[src/rtl/soqcc_ram.sv]
module soqcc_ram #(
    parameter int unsigned WIDTH = 8,
    parameter int unsigned DEPTH = 64
) (
    input  logic                     i_clk,
    input  logic                     i_we,
    input  logic [$clog2(DEPTH)-1:0] i_waddr,
    input  logic [WIDTH-1:0]         i_wdata,
    input  logic [$clog2(DEPTH)-1:0] i_raddr,
    output logic [WIDTH-1:0]         o_rdata
);

    logic [WIDTH-1:0] r_mem [DEPTH];
    logic [WIDTH-1:0] r_rdata;

    always_ff @(posedge i_clk) begin
        if (i_we) begin
            r_mem[i_waddr] <= i_wdata;
        end
        r_rdata <= r_mem[i_raddr];
    end

    assign o_rdata = r_rdata;

endmodule

[config.mk]
export PLATFORM = sky130hd
export DESIGN_NAME = soqcc_ram
export DESIGN_NICKNAME = d
export VERILOG_FILES = /design/src/rtl/soqcc_ram.sv
export SDC_FILE = /design/constraint.sdc
export NUM_CORES = 1
export LEC_CHECK = 0
export BUFFER_PORTS_ARGS = -buffer_cell sky130_fd_sc_hd__buf_2
export CAP_MARGIN = 40
export CORE_MARGIN = 1
export CORE_UTILIZATION = 55
export DETAILED_ROUTE_END_ITERATION = 10
export PLACE_DENSITY_LB_ADDON = 0.12
export SETUP_SLACK_MARGIN = 0.02
export SLEW_MARGIN = 10
export SYNTH_ARGS = -nofsm -noshare
export SYNTH_HDL_FRONTEND = slang
export SYNTH_SLANG_ARGS = --single-unit
[constraint.sdc]
create_clock -name i_clk -period 4.4 [get_ports i_clk]
set_input_delay 0.66 -clock i_clk [delete_from_list [all_inputs] [get_ports i_clk]]
set_output_delay 0.66 -clock i_clk [all_outputs]
set_load 0.005 [all_outputs]
* Word level (Yosys, flattened, before mapping) *
Memories as Yosys holds them, arrays and structs flattened. A register that Yosys moved wholly into a read port is not among the register bits.
Cells that the tools add are included.
W data, S select, Z words.

word-level totals
  register bits = 0
  RAM bits = 512
  input port bits = 22
  output and inout port bits = 8
  word-level logic and storage cells = 3
  memories kept = 1

memory list
  name   words  bits a word  rd ports  clocked after Yosys merged registers in  wr ports  RTL line  source
  r_mem  64     8            1         1                                        1         13        logic [WIDTH-1:0] r_mem [DEPTH];

operators by class
  muxes and demuxes = 2

operator list
  operator  number
  $mux W1   2

* Logic depth before layout (Yosys ltp) *
  depth after elaboration = 2
  depth in mapped cells = 9

* Worst setup path before layout *
Ideal clock, no wire load.

  path kind = input-to-reg
  start = input i_raddr[1]
  end = register r_rdata[3] (netlist: o_rdata[3]) (read register of r_mem)
  arrival = 2,200 ps
  data required time = 4,272 ps
  path slack = 2,072 ps
  stages = 7
  path buffers = 3
  cell sequence = buf_4 buf_2 buf_2 mux4_2 mux4_2 o21ai_1 o41ai_1

RTL lines
  what                RTL line  source
  start: declaration  9         input logic [$clog2(DEPTH)-1:0] i_raddr,
  end: declaration    14        logic [WIDTH-1:0] r_rdata;

==> metrics.yaml <==
core_area_um2: 35830
status: "finished with violations"
p_comb_frac: 0.049
first_pass_iters: 11
synth_top_area_frac: 0.7624
powerDensity_nw_per_um2: 452.7
ys_types: 40
max_freq_mhz: 354.2
pin_count: 30
ff2ff_path_depth: 4
dp_slack_ns: 1.044
rsz0062_at_grt: "no"
clock_skew_ns: 0.01659
synth.avg_cell_area_um2: 21.45
root_buffer: "clkbuf_16"
synthCells: 940
period_share: 0.6417
post-dp-hpwl_um: 27620
vdd_drop_max_mv: 0.3455
dpl-instance-area_um2: 21010
port_buffers: 29
wl_per_cell_um: 28.83
path_clk_slew_ns: 0.06
yosysWarnings: 0
grt_use_total: 0.2416
hold_buffers: 0
drcViolationCount: 2
holdPathEnd: "r_mem[55][3]$_DFFE_PP_"
endpoint_kind: "register"
power_frac_seq: 0.536
final_nets: 1040
grt_overflow: 0
cp.required_ns: 4.83
postRouteWirelength_um: 43850
layout_setup_ws_ns: 1.577
dieWidth_um: 193.5
seq_area_frac_synth: 0.7703
cp_num_buf_inv: 2
synth_edf_count: 512
synth_seq_cells: 520
syn_nets: 962
syn_area_um2: 20170
ff2ff_setup_slack_ns: 2.24
synth_ff_type: "edfxtp_1"
drtIter0Drc: 1279
p_int_uw: 8168
grt_pass1_wl_um: 64990
area_delta_synth_final_pct: 12.28
clk_latency_ns: 0.58
worst-setup-path-type: "primary input to register"
vias_per_cell: 6.335
r2r_end: "o_rdata[7]$_DFF_P_"
timing.rr.start: "r_mem[39][7]$_DFFE_PP_"
gp_congestion: 0.8138
whs_path_depth: 1
fin_crit_ns: 2.823
min-delay-start: "i_wdata[3]"
synth_area_leaders: "edfxtp_1 76%, mux4_2 14%, nor2_1 1.5%, mux2i_1 1.1%, dfxtp_1 0.79%"
stdcell_area_um2: 22640
slowest_delay_ns: 0.62
failed_checks: "design-rule violations"
crit_slowest_cell: "buf_4"
clock-sinks: 520
cts_buffers: 51
p_leak_uw: 0.007137
setup_viol: 0
start_util: 0.5629
post-route-util: 0.6320
synth_top_cell_by_area: "edfxtp_1"
hp-class: "primary input to register"
tns_ns: 0
dieArea_um2: 37440
synth.most_common_cell: "edfxtp_1"
first_global_vias: 9759
path_cells: "buf_4, buf_4, mux4_2, mux4_2, o21ai_0, nand2_1"
detail-route-antenna-nets: 0
vias: 9636
cts_resized: 0
cts_max_level: 2
die_h_um: 193.5
n_antenna_cell: 0
tightest_slew_ns: 0.9290
async_flop_share: 0
slew_violations: 0
antenna_found_initial: 0
clock_path_buffers: 3
cp-start-kind: "primary input"
slew_headroom: 0.3646
drive_gt1_frac: 0.2689
critical-path-top-delay-family: "buffers and inverters"
switching_share: 0.2032
arrival_ns: 3.26
synth_top_cells_by_count: "512 x edfxtp_1, 126 x mux4_2, 83 x nor2_1"
switchingPower_uw: 2083
clkPwrFrac: 0.415
grt_max_degree: 53
postCtsSetupBuffers: 0
num_rows: 69
path_max_fanout: 49
maxCapViolations: 0
cts_tree: "built"
final_hold_viol_count: 0
[sequential cells by signal (all words and copies together) (netlist names)]
signal and count:
r_mem 512, o_rdata 8
[cell families (layout without fill, tap and decap cells)]
group | after synthesis | after routing | share of synthesized area
AOI/OAI and AO/OA | 54 | 54 | 0.02072
buffers and inverters | 51 | 171 | 0.01570
muxes | 162 | 162 | 0.1594
and+or+nand+nor | 153 | 153 | 0.03387
DFF | 520 | 520 | 0.7703
[area by class of cell]
| type | instances | area (µm²) |
|---|---|---|
| well taps | 461 | 576.8 |
| fillers | 2384 | 13180 |
| clock buffers | 68 | 1383 |
| flip-flops and latches | 520 | 15530 |
| repair buffers | 76 | 586.8 |
| clock inverters | 27 | 247.7 |
| multi-input cells | 369 | 4315 |
[cell usage in the layout (no fill, tap or decap), types with 4 or more instances in the layout]
cell type | netlist | layout
nor3_1 | 7 | 7
edfxtp_1 | 512 | 512
a221oi_1 | 6 | 6
o221ai_1 | 8 | 8
clkinv_1 | 0 | 12
clkinv_2 | 0 | 9
dfxtp_1 | 8 | 8
nand3_1 | 13 | 13
bufinv_16 | 0 | 5
buf_4 | 13 | 43
buf_2 | 11 | 26
nor2b_1 | 14 | 14
mux2i_1 | 23 | 23
clkbuf_16 | 0 | 53
buf_12 | 2 | 6
nor2_1 | 83 | 83
a211oi_1 | 4 | 4
o22ai_1 | 8 | 8
mux2_2 | 13 | 13
mux4_2 | 126 | 126
nand2b_1 | 7 | 7
clkbuf_1 | 17 | 15
nand2_1 | 19 | 19
[power by group through the flow]
stage               logic, µW  clock network [µW]  registers [µW]
global route              538                4480            5500
detailed placement        509                   0            5600
CTS                       509                4310            5500
global placement          492                   0            5600
floorplan                 292                   0            5600
finish                    505                4250            5500
[how the worst max path moves through the flow]
stage | startpoint | slack (ns) | end | depth (start not counted)
final | i_raddr[1] | 1.58 | o_rdata[7]$_DFF_P_ | 6
after global placement | i_raddr[1] | 1.05 | o_rdata[7]$_DFF_P_ | 6
after global routing | i_raddr[1] | 1.62 | o_rdata[7]$_DFF_P_ | 6
after floorplan | i_raddr[1] | 2.07 | o_rdata[3]$_DFF_P_ | 7
after detailed placement | i_raddr[1] | 1.04 | o_rdata[7]$_DFF_P_ | 6
after CTS | i_raddr[1] | 1.66 | o_rdata[7]$_DFF_P_ | 6
[layer usage]
layer,share of wire,track usage,up-vias
li1,-,-,4093
met1,0.43,0.3569,5071
met2,0.47,0.3760,400
met3,0.076,0.04446,72
met4,0.022,0.06637,0
met5,0,0,-
[metrics by stage]
stage	total power [µW]	hold slack [ns]	std cells
6_report	10250	0.5062	1521
5_1_grt	10520	0.5098	1521
4_1_cts	10320	0.4839	1520
3_5_place_dp	6111	0.8131	1425
3_3_place_gp	6096	0.7825	1397
2_1_floorplan	5889	0.7183	940
[worst reg2reg max path, stage by stage, from the launching register on]
cell and delay (ns):
edfxtp_1 0.37, mux4_2 0.50, mux4_2 0.50, o21ai_0 0.51, nand2_1 0.14
(Power assumes the default switching activity.)
