==> src/rtl/soqcc_pkg.sv <==
package soqcc_pkg;

    // Request kinds carried in the slave-side tuser.
    localparam logic [1:0] REQ_ADD   = 2'd0;
    localparam logic [1:0] REQ_CHECK = 2'd1;
    localparam logic [1:0] REQ_CLEAR = 2'd2;

    // Answer codes for a received operation.
    localparam logic [1:0] ACT_CONC = 2'd0;
    localparam logic [1:0] ACT_DONE = 2'd1;
    localparam logic [1:0] ACT_ROLL = 2'd2;

    // Area domains with a special meaning.
    localparam logic [2:0] DOM_ALL  = 3'd0;
    localparam logic [2:0] DOM_ATTR = 3'd1;
    localparam logic [2:0] DOM_PIX  = 3'd2;

    localparam int unsigned MSG_TAG_W = 32;
    localparam int unsigned COUNT_OUT_W = 7;

    // Affected area of one operation, lowest field last.
    typedef struct packed {
        logic        [15:0] rect_h;
        logic        [15:0] rect_w;
        logic signed [15:0] rect_y;
        logic signed [15:0] rect_x;
        logic        [15:0] layer_id;
        logic        [2:0]  area_domain;
    } t_area;

    localparam int unsigned AREA_W = $bits(t_area);

    // Slave-side tdata layout.
    typedef struct packed {
        logic [4:0]           pad;
        t_area                area;
        logic [MSG_TAG_W-1:0] msg_tag;
        logic [7:0]           origin_id;
    } t_s_data;

    // Master-side tdata layout.
    typedef struct packed {
        logic [5:0]             pad;
        logic [COUNT_OUT_W-1:0] pending_count;
        logic                   dropped;
        logic [1:0]             action;
    } t_m_data;

endpackage

==> src/rtl/soqcc_conflict.sv <==
module soqcc_conflict (
    input  soqcc_pkg::t_area i_req,
    input  soqcc_pkg::t_area i_entry,
    output logic             o_conflict
);
    import soqcc_pkg::*;

    logic signed [17:0] ax0, ax1, ay0, ay1, bx0, bx1, by0, by1;
    logic               meet;
    logic               concurrent;

    // Half-open rectangles; ends need two extra bits to hold x + w.
    always_comb begin
        ax0 = 18'(i_req.rect_x);
        ay0 = 18'(i_req.rect_y);
        bx0 = 18'(i_entry.rect_x);
        by0 = 18'(i_entry.rect_y);
        ax1 = ax0 + $signed({2'b00, i_req.rect_w});
        ay1 = ay0 + $signed({2'b00, i_req.rect_h});
        bx1 = bx0 + $signed({2'b00, i_entry.rect_w});
        by1 = by0 + $signed({2'b00, i_entry.rect_h});

        meet = (i_req.rect_w != '0) && (i_req.rect_h != '0)
            && (i_entry.rect_w != '0) && (i_entry.rect_h != '0)
            && (ax0 < bx1) && (bx0 < ax1) && (ay0 < by1) && (by0 < ay1);

        if ((i_req.area_domain == DOM_ALL) || (i_entry.area_domain == DOM_ALL)) begin
            concurrent = 1'b0;
        end else begin
            concurrent = (i_req.area_domain == DOM_ATTR)
                || (i_req.area_domain != i_entry.area_domain)
                || (i_req.layer_id != i_entry.layer_id)
                || ((i_req.area_domain == DOM_PIX) && !meet);
        end
    end

    assign o_conflict = !concurrent;

endmodule

==> config.mk <==
export PLATFORM = sky130hd
export DESIGN_NAME = soqcc_conflict
export DESIGN_NICKNAME = d
export VERILOG_FILES = /design/src/rtl/soqcc_pkg.sv /design/src/rtl/soqcc_conflict.sv
export SDC_FILE = /design/constraint.sdc
export NUM_CORES = 1
export LEC_CHECK = 0
export ABC_AREA = 1
export BUFFER_PORTS_ARGS = -buffer_cell sky130_fd_sc_hd__buf_4
export CORE_ASPECT_RATIO = 1.2
export CORE_MARGIN = 5
export CORE_UTILIZATION = 40
export DETAILED_ROUTE_END_ITERATION = 8
export PLACE_DENSITY = 0.69
export SLEW_MARGIN = 20
export SYNTH_ARGS = -nofsm -noshare
export SYNTH_HDL_FRONTEND = slang
export SYNTH_SLANG_ARGS = --single-unit
==> constraint.sdc <==
create_clock -name vclk -period 4
set_clock_uncertainty 0.2 [all_clocks]
set_input_delay 0.2 -clock vclk [all_inputs]
set_output_delay 0.2 -clock vclk [all_outputs]
set_load 0.005 [all_outputs]
## Word-level counts from Yosys, hierarchy flattened

Cells that the tools add are included.

- Register bits after elaboration: 0
- Input bits: 166
- Output and inout port bits: 1
- Word-level logic and storage cells: 33

- $add $sub $neg: 4
- Order comparisons: 4
- Equality and inequality tests: 4
- Muxes and demuxes: 1
- Reduce and logical (&&, ||, !) cells: 20

Operators by type and width:

| kind | number |
|---|---|
| 16-bit by 17-bit adder with 18-bit output | 4 |
| 16-bit by 18-bit less-than comparator with 1-bit output | 4 |
| 16-bit nonzero test | 4 |
| 16-bit != test | 1 |
| 1-bit logical AND | 8 |
| 3-bit logical NOT | 2 |
| 1-bit logical OR | 4 |
| 3-bit by 1-bit == test with 1-bit output (second input constant) | 1 |
| 3-bit by 2-bit == test with 1-bit output (second input constant) | 1 |
| 3-bit != test | 1 |
| 1-bit logical NOT | 2 |
| 1-bit 2-to-1 mux | 1 |

## Logic depth before layout (Yosys ltp)

- Depth after elaboration: 13
- Mapped depth: 26
- Mapped depth without buffers: 26

## Worst setup path after synthesis

Ideal clock, no wire load.

- Path type: in2out
- Start point: input port i_req[35] in the netlist's numbering
- End point: output port o_conflict
- Arrival time: 2,698 ps
- Path slack: 902 ps
- Stages on the path: 23
- Path buffers: 0
- Path through: ha_1 > inv_1 > fa_1 > nand3b_1 > nand2_1 > a21oi_2 > o21ai_4 > a21oi_2 > o21ai_2 > xor2_1 > ha_1 > nand2_1 > nor2_1 > and2_1 > nand3b_1 > nand3_1 > nand2_1 > nand2_1 > nor2_1 > nand3_1 > nand2_1 > nand2_1 > nand2_1

- Cells in the longest elaborated chain, start to end: 8
- Elaborated cells between the ends (all ways): 10

Ends and longest elaborated chain:

| what | RTL line | source |
|---|---|---|
| start, declared | soqcc_conflict.sv:2 | `input soqcc_pkg::t_area i_req,` |
| 16-bit by 17-bit adder with 18-bit output / 16-bit by 18-bit less-than comparator with 1-bit output (equally long branches) | soqcc_conflict.sv:19, soqcc_conflict.sv:25 |  |
| 16-bit by 18-bit less-than comparator with 1-bit output / 1-bit logical AND (equally long branches) | soqcc_conflict.sv:25 | `&& (ax0 < bx1) && (bx0 < ax1) && (ay0 < by1) && (by0 < ay1);` |
| 1-bit logical AND * | soqcc_conflict.sv:25 |  |
| 1-bit logical NOT * | soqcc_conflict.sv:33 | `\|\| ((i_req.area_domain == DOM_PIX) && !meet);` |
| 1-bit logical AND * | soqcc_conflict.sv:33 |  |
| 1-bit logical OR * | soqcc_conflict.sv:33 |  |
| 1-bit 2-to-1 mux * | soqcc_conflict.sv:27 | `if ((i_req.area_domain == DOM_ALL) \|\| (i_entry.area_domain == DOM_ALL)) begin` |
| 1-bit logical NOT * | soqcc_conflict.sv:37 | `assign o_conflict = !concurrent;` |
| end, declared | soqcc_conflict.sv:4 | `output logic o_conflict` |

Every way passes the cells marked *; elsewhere a longest branch is shown, timed or not.

## Worst setup path in the final report

- Start point: input port i_entry[35] in the netlist's numbering
- End point: output port o_conflict

- Cells in the longest elaborated chain, start to end: 9
- Elaborated cells between the ends (all ways): 10

Ends and longest elaborated chain:

| what | RTL line | source |
|---|---|---|
| start, declared | soqcc_conflict.sv:3 | `input soqcc_pkg::t_area i_entry,` |
| 16-bit by 17-bit adder with 18-bit output | soqcc_conflict.sv:21 | `by1 = by0 + $signed({2'b00, i_entry.rect_h});` |
| 16-bit by 18-bit less-than comparator with 1-bit output | soqcc_conflict.sv:25 |  |
| 1-bit logical AND | soqcc_conflict.sv:25 |  |
| 1-bit logical AND * | soqcc_conflict.sv:25 |  |
| 1-bit logical NOT * | soqcc_conflict.sv:33 |  |
| 1-bit logical AND * | soqcc_conflict.sv:33 |  |
| 1-bit logical OR * | soqcc_conflict.sv:33 |  |
| 1-bit 2-to-1 mux * | soqcc_conflict.sv:27 |  |
| 1-bit logical NOT * | soqcc_conflict.sv:37 |  |

Marks and branches as above.

==> results.md <==
- Outcome: finished, final reports clean
- Mapped Nets: 1152
- Ports: 167
- Post-Syn Area per Cell: 6.40 um^2
- Startpoint Class: input port
- First-pass GRT wire length: 25500 um
- WL final: between 15000 and 20000 um
- RSZ-0062 raised after global routing: no
- Drt first-iter violations: 248
- Final layout net count: 1323
- Post-layout util: 52.1%
- Yosys warns: 0
- Vias in the first global route: roughly 5700
- WP data arrival: 3.23 ns
- Filler-free cell count of the finished design: ~1200
- DR vias: 5896
- Rows: 46
- Grt total ovfl: 0
- Final setup vio count: 0
- Share of layout cells above drive strength 1: 22.7%
- Largest area contributor in the netlist: ha_1
- Antenna Nets Post-Route: 0
- Hold Path Depth: 5
- Peak VDD IR: 0.0785 mV
- Hold Path Origin: i_entry[2]
- Placed insts: 1181
- Core area: 0.0132 mm^2
- Final hold vios: 0
- Pin count of the biggest net entering global routing: 8
- Max cap viols: 0
- IO buf count: 167
- Worst Hold Endpoint: o_conflict
- Yosys top cell area share: 31.4%
- Chip Height: around 140 um
- DRT Pass-1 Iters: 4
- Hold crit path type: in -> out
- Die ar.: 0.0160 mm^2
- Worst setup path category: in -> out
- Post-Syn Instances: around 850
- DRC: 0
- Initial antenna violation count: 0
- Static Leakage: 3.64 nW
- Fillers: 1400
- CP Data Required Time: 3.60 ns
- GRT Util Overall: 19.3%
- Final Cycle Share: 90.8%
- Avg WL per Cell: 13.5 um
- Fin. max-slew vios: 0
- Largest cells by area after synthesis: ha_1 (31%), nand2_1 (15%), nor2_1 (6.9%)
- Antenna diode count: 0
- Final Wtd Congestion: 0.926
- Max Clock Freq: 275 MHz
- Die Span X: 116 um
- Endpoint class of the critical path: output pin
- Post-placement cell area: between 0.006 and 0.007 mm^2
- Post-route cell area: 0.00690 mm^2
- Mapped cell area: 0.00541 mm^2
- Synth unique cells: 36
- Final sequential cell count: 0
- Reg area: 0 um^2
- Synth-to-Final Area Change: 27.4%
- Slew @ Worst Pin: between 0.3 and 0.4 ns
- Min Clock Period, post-route: about 3.6 ns
- Final HPWL DP: ~15000 um
- Register area share after synthesis: 0%
- Crit Path Max Fanout: 3
- Initial Util: 40.9%
- Setup TNS: 0 ns
- # clk buffers: 0
- Slew HR: 77.5%
- Vias per cell: 4.98
- Pwr/cell area: ~170 mW/mm^2
-- metrics by stage --
step / setup slack, ns / power, mW / hold slack, ns
3_5_place_dp: 0.278 / 1.13 / 0.581
6_report: 0.369 / 1.14 / 0.580
2_1_floorplan: 0.902 / 0.789 / 0.346
3_3_place_gp: 0.283 / 1.12 / 0.581
4_1_cts: 0.270 / 1.14 / 0.581
5_1_grt: 0.0165 / 1.32 / 0.609
-- area by class of cell --
cell class                      count  area, um^2  share of cell area, %
Inverter                           85         319                   4.63
Multi-Input combinational cell    761        5100                   73.9
Tap cell                          168         210                   3.05
Timing Repair Buffer              169        1270                   18.4
-- layer usage --
layer | routed length, um | vias to the layer above | GRT usage [%]
met5 | 0 | - | 0
met4 | 402 | 0 | 4.00
met3 | 1190 | 24 | 1.98
met2 | 7680 | 170 | 36.5
met1 | 6650 | 2517 | 23.4
li1 | - | 3185 | -
-- report_power, final --
part / switching (mW) / internal (mW)
clock network: 0 / 0
logic: 0.627 / 0.512
registers: 0 / 0
total: 0.627 / 0.512
-- synthesized netlist by cell type --
cell type  count
o211ai_1       4
o21ai_4        3
nor4_1         1
nand4_1        8
o21bai_2       1
nand3b_1       4
a21oi_4        3
clkinv_1       2
or2_2          6
o21ai_0       19
fa_1           4
and2_1         2
nor2_1       100
o21ai_1       10
a31oi_1        1
nor2_2         1
nand3_1       37
a21o_1         8
inv_2          4
o32ai_1        1
a21oi_2       24
inv_1         79
a211oi_1       4
a21oi_1       57
nand2_1      212
a21boi_0       1
o21ai_2        7
nor3_2         1
o31ai_1        1
xnor2_1       39
nand3_2        2
ha_1         136
xor2_1        38
o21bai_1       4
nand2_2        7
nor3_1        15
-- critical path: stages --
cell      delay (ns)
buf_4           0.09
ha_2            0.20
inv_1           0.06
fa_1            0.40
nand3b_1        0.17
nand2_1         0.12
a21oi_2         0.10
o21ai_4         0.19
a21oi_2         0.09
o21ai_1         0.15
xor2_1          0.09
ha_1            0.27
nand2_1         0.06
nor2_2          0.10
nand2_1         0.09
nor2_1          0.11
o21ai_1         0.08
nand3_1         0.14
nand2_1         0.07
nand2_1         0.06
inv_1           0.03
nand3_1         0.08
nand2_1         0.05
nand2_1         0.05
nand2_1         0.04
buf_4           0.13
-- repair_timing --
| action | 4_1_cts | 5_1_grt |
|---|---|---|
| setup endpoints to repair | 0 | 1 |
| hold buffers | 0 | 0 |
| buffers inserted | 0 | 2 |
| gates resized for setup | 0 | 2 |
-- worst max path at each step --
stage | end | start | slack [ns] | cells after the start
floorplan | o_conflict | i_req[35] | 0.90 | 23
global placement | o_conflict | i_entry[35] | 0.28 | 25
detailed placement | o_conflict | i_entry[35] | 0.28 | 26
CTS | o_conflict | i_entry[35] | 0.27 | 26
global route | o_conflict | i_entry[67] | 0.02 | 26
finish | o_conflict | i_entry[35] | 0.37 | 26
-- cells by family after synthesis --
logic type | Yosys count | share of synthesized area (%)
and+or+nand+nor | 396 | 30.4
AOI/OAI and AO/OA | 148 | 18.3
adders and majority gates | 140 | 32.9
buffers and inverters | 85 | 5.89
xor gates and xnor gates | 77 | 12.5
-- placed cells by master (no fill, tap or decap), types with 3 or more instances in the layout --
cell type,instances
a211oi_1,4
a21oi_1,57
o21ai_0,19
ha_1,135
a21o_1,8
fa_1,4
inv_2,4
buf_4,169
nand3_1,37
a21oi_2,24
o21ai_1,10
nor3_1,15
xor2_1,38
inv_1,79
a21oi_4,3
o21ai_4,3
o21ai_2,7
xnor2_1,39
o21bai_1,4
or2_2,6
nand3b_1,4
nand4_1,8
nand2_2,7
o211ai_1,4
nor2_1,99
nand2_1,212
(Power assumes the default switching activity.)
